`src/tcc_pkg.sv`:
```
// Shared types, constants and codes for the text console block.
package tcc_pkg;

    localparam int DEF_COLUMNS = 80;
    localparam int DEF_ROWS    = 25;

    localparam int CHAR_W = 8;
    localparam int IDX_W  = 11;
    localparam int CUR_W  = 11;
    localparam int CELL_W = 16;
    localparam int ATTR_W = 8;

    localparam logic [1:0] ACT_PUT   = 2'd0;
    localparam logic [1:0] ACT_CLEAR = 2'd1;
    localparam logic [1:0] ACT_READ  = 2'd2;

    localparam logic [CHAR_W-1:0] CH_NEWLINE   = 8'h0A;
    localparam logic [CHAR_W-1:0] CH_RETURN    = 8'h0D;
    localparam logic [CHAR_W-1:0] CH_BACKSPACE = 8'h08;
    localparam logic [CHAR_W-1:0] CH_SPACE     = 8'h20;

    localparam logic [CELL_W-1:0] RESET_CELL = 16'h0720;
    localparam logic [ATTR_W-1:0] ATTR_RESET = 8'h07;

    typedef enum logic [2:0] {
        CMD_NEWLINE,
        CMD_RETURN,
        CMD_BACKSPACE,
        CMD_CHAR,
        CMD_CLEAR,
        CMD_READ,
        CMD_NOP
    } t_cmd_kind;

    typedef struct packed {
        t_cmd_kind         kind;
        logic [CHAR_W-1:0] ch;
        logic [IDX_W-1:0]  idx;
        logic              idx_ok;
    } t_cmd;

    typedef enum logic [2:0] {
        ST_INIT,
        ST_IDLE,
        ST_READ,
        ST_SCROLL,
        ST_DRAIN,
        ST_BLANK,
        ST_CLEAR,
        ST_DONE
    } t_state;

endpackage

```
`src/tcc_front.sv`:
```
// Front end: accepts items, decodes them into commands, two-entry command queue.
module tcc_front
    import tcc_pkg::*;
#(
    parameter int COLUMNS = DEF_COLUMNS,
    parameter int ROWS    = DEF_ROWS
) (
    input  logic              i_clk,
    input  logic              i_rst_n,
    input  logic              i_valid,
    output logic              o_ready,
    input  logic [1:0]        i_action,
    input  logic [CHAR_W-1:0] i_char,
    input  logic [IDX_W-1:0]  i_idx,
    output logic              o_q_valid,
    input  logic              i_q_ready,
    output t_cmd              o_q_cmd
);

    localparam int CELLS = COLUMNS * ROWS;

    t_cmd       r_q [2];
    logic       r_wp;
    logic       r_rp;
    logic [1:0] r_cnt;
    t_cmd       dec;
    logic       push;
    logic       pop;

    always_comb begin
        dec.ch     = i_char;
        dec.idx    = i_idx;
        dec.idx_ok = (32'(i_idx) < CELLS);
        case (i_action)
            ACT_PUT: begin
                if (i_char == CH_NEWLINE) begin
                    dec.kind = CMD_NEWLINE;
                end else if (i_char == CH_RETURN) begin
                    dec.kind = CMD_RETURN;
                end else if (i_char == CH_BACKSPACE) begin
                    dec.kind = CMD_BACKSPACE;
                end else begin
                    dec.kind = CMD_CHAR;
                end
            end
            ACT_CLEAR: dec.kind = CMD_CLEAR;
            ACT_READ:  dec.kind = CMD_READ;
            default:   dec.kind = CMD_NOP;
        endcase
    end

    assign o_ready   = (r_cnt != 2'd2);
    assign push      = i_valid && o_ready;
    assign o_q_valid = (r_cnt != 2'd0);
    assign pop       = o_q_valid && i_q_ready;
    assign o_q_cmd   = r_q[r_rp];

    always_ff @(posedge i_clk) begin
        if (push) begin
            r_q[r_wp] <= dec;
        end
    end

    always_ff @(posedge i_clk) begin
        if (!i_rst_n) begin
            r_wp  <= 1'b0;
            r_rp  <= 1'b0;
            r_cnt <= 2'd0;
        end else begin
            if (push) begin
                r_wp <= ~r_wp;
            end
            if (pop) begin
                r_rp <= ~r_rp;
            end
            case ({push, pop})
                2'b10:   r_cnt <= r_cnt + 2'd1;
                2'b01:   r_cnt <= r_cnt - 2'd1;
                default: r_cnt <= r_cnt;
            endcase
        end
    end

endmodule

```
`config.mk`:
```
export PLATFORM = sky130hd
export DESIGN_NAME = tcc_front
export DESIGN_NICKNAME = d
export VERILOG_FILES = /design/src/tcc_pkg.sv /design/src/tcc_front.sv
export SDC_FILE = /design/constraint.sdc
export NUM_CORES = 1
export LEC_CHECK = 0
export ABC_AREA = 1
export BUFFER_PORTS_ARGS = -buffer_cell sky130_fd_sc_hd__buf_4
export CAP_MARGIN = 0
export CORE_ASPECT_RATIO = 0.6
export CORE_MARGIN = 5
export CORE_UTILIZATION = 48
export CTS_CLUSTER_SIZE = 12
export DETAILED_ROUTE_END_ITERATION = 8
export PLACE_DENSITY = 0.73
export SLEW_MARGIN = 5
export SYNTH_ARGS = -nofsm -noshare
export SYNTH_HDL_FRONTEND = slang
export SYNTH_SLANG_ARGS = --single-unit
```
`constraint.sdc`:
```
create_clock -name i_clk -period 2.3 [get_ports i_clk]
set_input_delay 0.46 -clock i_clk [delete_from_list [all_inputs] [get_ports i_clk]]
set_output_delay 0.46 -clock i_clk [all_outputs]
set_load 0.02 [all_outputs]
```
==> results of run 1 <==
[power by group through the flow]
| stage | combinational (W) | clock, W | sequential, W |
|---|---|---|---|
| floorplan | 0.000399 | 0 | 0.00118 |
| global placement | 0.000630 | 0 | 0.00119 |
| detailed placement | 0.000651 | 0 | 0.00119 |
| CTS | 0.000653 | 0.000516 | 0.00117 |
| global route | 0.000693 | 0.000558 | 0.00118 |
| finish | 0.000642 | 0.000496 | 0.00117 |
[stage by stage]
step / std cells / area, um^2 / total power [W] / util [%]
after floorplan: 141 / 2060 / 0.00158 / -
after global placement: 253 / 2520 / 0.00182 / 61.1
after detailed placement: 253 / 2520 / 0.00184 / 61.1
after CTS: 261 / 2610 / 0.00234 / 63.3
after global routing: 261 / 2610 / 0.00243 / 63.3
final: 261 / 2610 / 0.00231 / 63.3
[worst reg2reg max path, cell delays in order (launching register included)]
cell and delay [ns]:
dfxtp_1 0.36, inv_2 0.06, nand2_1 0.10, nand2_2 0.11, nor2_2 0.12, buf_4 0.32
[cell usage after synthesis, drive strengths merged]
library cell,number
a21oi,2
and3,1
buf,2
dfxtp,5
edfxtp,46
ha,3
inv,18
mux2,23
nand2,21
nand3,3
nor2,12
o2111ai,1
o21ai,3
or2,1
[per-layer routing]
metal	part of all wire [%]	GRT usage, %	vias to the layer above
li1	-	-	607
met1	43	18.8	576
met2	48	25.9	44
met3	6.9	4.34	5
met4	1.5	7.39	0
met5	0	0	-
[flip-flops by register name (all words and copies together), names as in the netlist, named ones only]
name and cells:
r_wp 1, r_cnt 2, r_q 46, r_rp 1
[kinds of logic (layout without fill, tap and decap cells)]
group	count (synthesis)	after routing	share of synthesized area [%]
adder cells (fa/ha/maj)	3	3	1.83
flip-flops	51	51	72.1
AO/OA/AOI/OAI	6	6	1.64
multiplexers	23	23	12.6
AND/OR/NAND/NOR	38	38	7.49
buffers and inverters	20	80	4.38
[cell type report]
class / count / area, um^2
fill: 337 / 1510
sequential: 51 / 1480
multi-input combinational: 70 / 489
timing repair buffer: 54 / 405
tap: 60 / 75.1
clock buffer: 5 / 68.8
inverter: 18 / 67.6
clock inverter: 3 / 20.0
[worst max-delay path by stage]
stage | end | from | depth (start not counted) | slack, ns
floorplan | r_q[0][0] | r_cnt[0] | 4 | 0.23
global placement | o_q_cmd[11] | flop | 3 | 0.57
detailed placement | o_q_cmd[21] | flop | 3 | 0.55
CTS | o_q_cmd[17] | flop | 3 | 0.20
global route | o_q_cmd[21] | flop | 3 | 0.14
finish | o_q_cmd[17] | flop | 3 | 0.21
==> flow_summary.yaml, run 1 <==
critical_path:
  cp_common_cell: "buf_4"
  r2r_setup_slack_ns: 0.91
  cp_max_fo: 9
  path_class: "reg -> out"
  cp-end-kind: "output port"
  slowest_stage: "dfxtp_1"
  r2r_start: "r_cnt[0]"
  path_delay_family: "flip-flops"
  cp-start-kind: "flop"
  crit_chain: "buf_4 > mux2_2 > buf_4"
  rr_worst_depth: 5
  crit_buf_inv: 2
  reg2reg_to: "r_q[0][0]"
  slowest_delay_ns: 0.55
  critical_path_arrival_ns: 1.63
  worstPathRequired_ns: 1.84
timing:
  fmax_mhz: 479
  setup_ws_ns: 0.214
  finalHoldViolCount: 0
  hold_ws_ns: 0.342
  tns_ns: 0
  slew_violations: 0
  layout_min_cycle_time_ns: 2.09
  tightest_slew_ns: 0.367
  skew_ns: 0.00712
  setup_viol: 0
  fin_crit_sh_pct: 90.7
  rsz0062_at_grt: "no"
  slew_headroom_pct: 75.5
global_route:
  grt_pass1_wl_mm: 6.30
  gr-usage-all-layers_pct: 15.4
  grt_pass1_vias: 1309
  grt_antenna_before_repair: 0
  grt_max_degree: 23
  grt_overflow: 0
clock_tree:
  cts-hold-fix-buffers: 0
  clkSinkCount: 51
  path_clk_slew_ns: 0.09
  cts_buffer_depth: 2
  htree_levels: 2
  tritoncts: "built"
  cts_setup_buffers: 0
  clock_latency_ns: 0.30
  cts-root-buf: "clkbuf_8"
  cts_buffers: 5
  cts_resized: 0
pwr:
  vdd_drop_max_mv: 0.512
  intPower_w: 0.00163
  p_switching_w: 0.000677
  p_sw_share_pct: 29.3
  p_per_area_nw_per_um2: 885
  combPwrFrac_pct: 27.8
  p_seq_share_pct: 50.7
  pwr-share-clk_pct: 21.5
  p_leak_nw: 1.04
yosys:
  yosys.area.top_type: "edfxtp_1"
  ys_ff_latch: 51
  synth_top_area_share_pct: 67.2
  ys_seq_area_share_pct: 72.1
  yosys-top-cells-area: "edfxtp_1 67%, mux2_2 13%, dfxtp_1 4.9%, nand2_1 3.7%, inv_1 3.1%"
  synth_fp_nets: 169
  ys_types: 16
  synth.cell_area_um2: 2060
  synthCells: 141
  yosysWarnings: 0
  syn_area_per_cell_um2: 14.6
route:
  vias: 1232
  wl_mm: 3.99
  antenna_left: 0
  drc: 0
  wl_per_cell_um: 15.3
  via_per_inst: 4.72
  drtIter0Drc: 90
  dr.pass1.iters: 4
hold_path:
  worstHoldEndpoint: "r_q[0][2]"
  hold_path_class: "in -> reg"
  min_from: "i_idx[1]"
  worstHoldPathCells: 1
place:
  dp_slack_ns: 0.545
  place.gp.congestion: 0.762
  dp_hpwl_mm: 3.02
  port-buffer-count: 49
run:
  max_cap_viol_count: 0
floorplan:
  die_w_um: 94.5
  core_um2: 4120
  die_y_um: 60.7
  ioPinCount: 50
  start_util_pct: 49.9
  std_cell_rows: 18
  fp.dieArea_um2: 5730
cells_and_area:
  fin_nets: 228
  layout-drive-gt1-share_pct: 44.3
  layout_commonest_cell: "buf_4"
  antenna_cells: 0
  final_cell_mix: "54 x buf_4, 46 x edfxtp_1, 23 x mux2_2, 20 x nand2_1, 17 x inv_1"
  area_growth_pct: 26.8
outcome:
  status: "complete, no violations"
Note: power is estimated with default switching activity, not from simulation.
==> inputs of run 2 (changes only) <==
--- a/config.mk
+++ b/config.mk
@@ -10,10 +10,11 @@
 export CAP_MARGIN = 0
 export CORE_ASPECT_RATIO = 0.6
 export CORE_MARGIN = 5
-export CORE_UTILIZATION = 48
+export CORE_UTILIZATION = 33
+export CTS_CLUSTER_DIAMETER = 30
 export CTS_CLUSTER_SIZE = 12
 export DETAILED_ROUTE_END_ITERATION = 8
-export PLACE_DENSITY = 0.73
+export PLACE_DENSITY = 0.51
 export SLEW_MARGIN = 5
 export SYNTH_ARGS = -nofsm -noshare
 export SYNTH_HDL_FRONTEND = slang
==> run 2 against run 1 <==
Compared with the run above: core utilization shrank 20 points; clock skew is essentially flat; wire length shrank 1.4%; critical path depth is the same; via count grew 1.2%; sequential cell count is the same; first-iteration DRC count shrank 32%; maximum frequency grew 4.1%; critical path type unchanged.
==> flow_summary.yaml, run 2 (synthesized netlist as in run 1, its figures left out) <==
outcome:
  status: "complete, no violations"
cells_and_area:
  design_area_um2: 2630
  largest_register: "r_q"
  reg_top3: "r_q: 46 flops, r_cnt: 2 flops"
  fillCellCount: 558
  layout_commonest_cell: "buf_4"
  final_cell_mix: "53 x buf_4, 46 x edfxtp_1, 23 x mux2_2, 20 x nand2_1, 17 x inv_1"
  layout-drive-gt1-share_pct: 44.0
  finalNonFillerCells: 284
  fin_nets: 227
  antenna_cells: 0
  largest_reg_flops: 46
  area_growth_pct: 27.8
clock_tree:
  htree_levels: 2
  cts_setup_buffers: 0
  clock_latency_ns: 0.29
  cts_buffers: 5
  tritoncts: "built"
  clkSinkCount: 51
  cts_buffer_depth: 2
  path_clk_slew_ns: 0.09
  cts-root-buf: "clkbuf_8"
  cts-hold-fix-buffers: 0
  cts_resized: 0
route:
  via_per_inst: 4.39
  wl_mm: 3.94
  drc: 0
  wl_per_cell_um: 13.9
  antenna_left: 0
  vias: 1247
  drtIter0Drc: 61
  dr.pass1.iters: 4
timing:
  finalHoldViolCount: 0
  rsz0062_at_grt: "no"
  fin_crit_sh_pct: 87.1
  fmax_mhz: 499
  tns_ns: 0
  setup_viol: 0
  layout_min_cycle_time_ns: 2.00
  tightest_slew_ns: 0.332
  slew_headroom_pct: 77.9
  skew_ns: 0.00754
  slew_violations: 0
global_route:
  grt_overflow: 0
  grt_pass1_wl_mm: 6.56
  grt_pass1_vias: 1323
  grt_antenna_before_repair: 0
  grt_max_degree: 24
  gr-usage-all-layers_pct: 10.6
critical_path:
  slowest_stage: "dfxtp_1"
  worstPathRequired_ns: 1.84
  cp_max_fo: 12
  cp-end-kind: "output port"
  slowest_delay_ns: 0.46
  cp_common_cell: "buf_4"
  critical_path_arrival_ns: 1.54
  crit_chain: "buf_4 > mux2_2 > buf_4"
  path_class: "reg -> out"
  cp-start-kind: "flop"
pwr:
  vdd_drop_max_mv: 0.265
  p_leak_nw: 1.04
  p_per_area_nw_per_um2: 873
  finalPower_w: 0.00229
place:
  port-buffer-count: 49
  place.gp.congestion: 0.718
  dp_hpwl_mm: 2.88
  dp_cells: 276
  post_dp_cell_area_um2: 2540
hold_path:
  hold_path_class: "in -> reg"
floorplan:
  start_util_pct: 33.8
  fp.dieArea_um2: 7960
  std_cell_rows: 22
  ioPinCount: 50
  die_y_um: 71.1
  die_w_um: 112
  core_um2: 6080
run:
  max_cap_viol_count: 0
==> run 2: cell count changes in the layout (fill, tap and decap cells not counted), sizes merged <==
cell,change
clkbuf,+1
buf,-1
clkinv,-1
==> run 2: area by class of cell <==
class	instances	area (um^2)	area share [%]
Timing Repair Buffer	53	398	15.2
Sequential cell	51	1480	56.4
Inverter	18	67.6	2.57
Multi-Input combinational cell	70	489	18.6
Clock inverter	2	12.5	0.476
Tap cell	84	105	4.00
Clock buffer	6	72.6	2.76
==> run 2: worst paths after layout <==
check                           startpoint    endpoint  slack (ns)  cells past startpoint
worst max register to register    r_cnt[0]   r_q[0][5]        0.95                      5
worst min register to register    r_cnt[0]    r_cnt[0]        0.50                      2
worst min-delay path              i_idx[0]   r_q[0][1]        0.34                      1
worst max-delay path                  flop  o_q_cmd[5]        0.30                      3
==> run 2: critical path, delay by kind of cell (launching register included) <==
kind / cells / cell delay, ns
buffers and inverters: 2 / 0.42
muxes: 1 / 0.36
DFF: 1 / 0.46
==> run 2: power by group <==
part / total [W] / switching (W) / internal (W)
Combinational: 0.000644 / 0.000358 / 0.000286
Sequential: 0.00116 / 0.0000336 / 0.00113
Clock: 0.000486 / 0.000273 / 0.000213
Total: 0.00229 / 0.000665 / 0.00163
==> run 2: metrics by stage <==
step                      setup slack, ns  utilization (%)  hold slack (ns)
after global placement              0.651             41.8            0.479
after CTS                           0.267             43.2            0.331
final                               0.297             43.2            0.344
after floorplan                     0.227                -            0.459
after detailed placement            0.598             41.8            0.493
after global routing                0.208             43.2            0.317
==> run 2: routing by layer <==
layer,wire (um),track usage (%),vias to the layer above
met3,301,4.10,5
li1,-,-,603
met4,48,4.05,0
met5,0,0,-
met2,1790,16.2,42
met1,1800,13.8,597
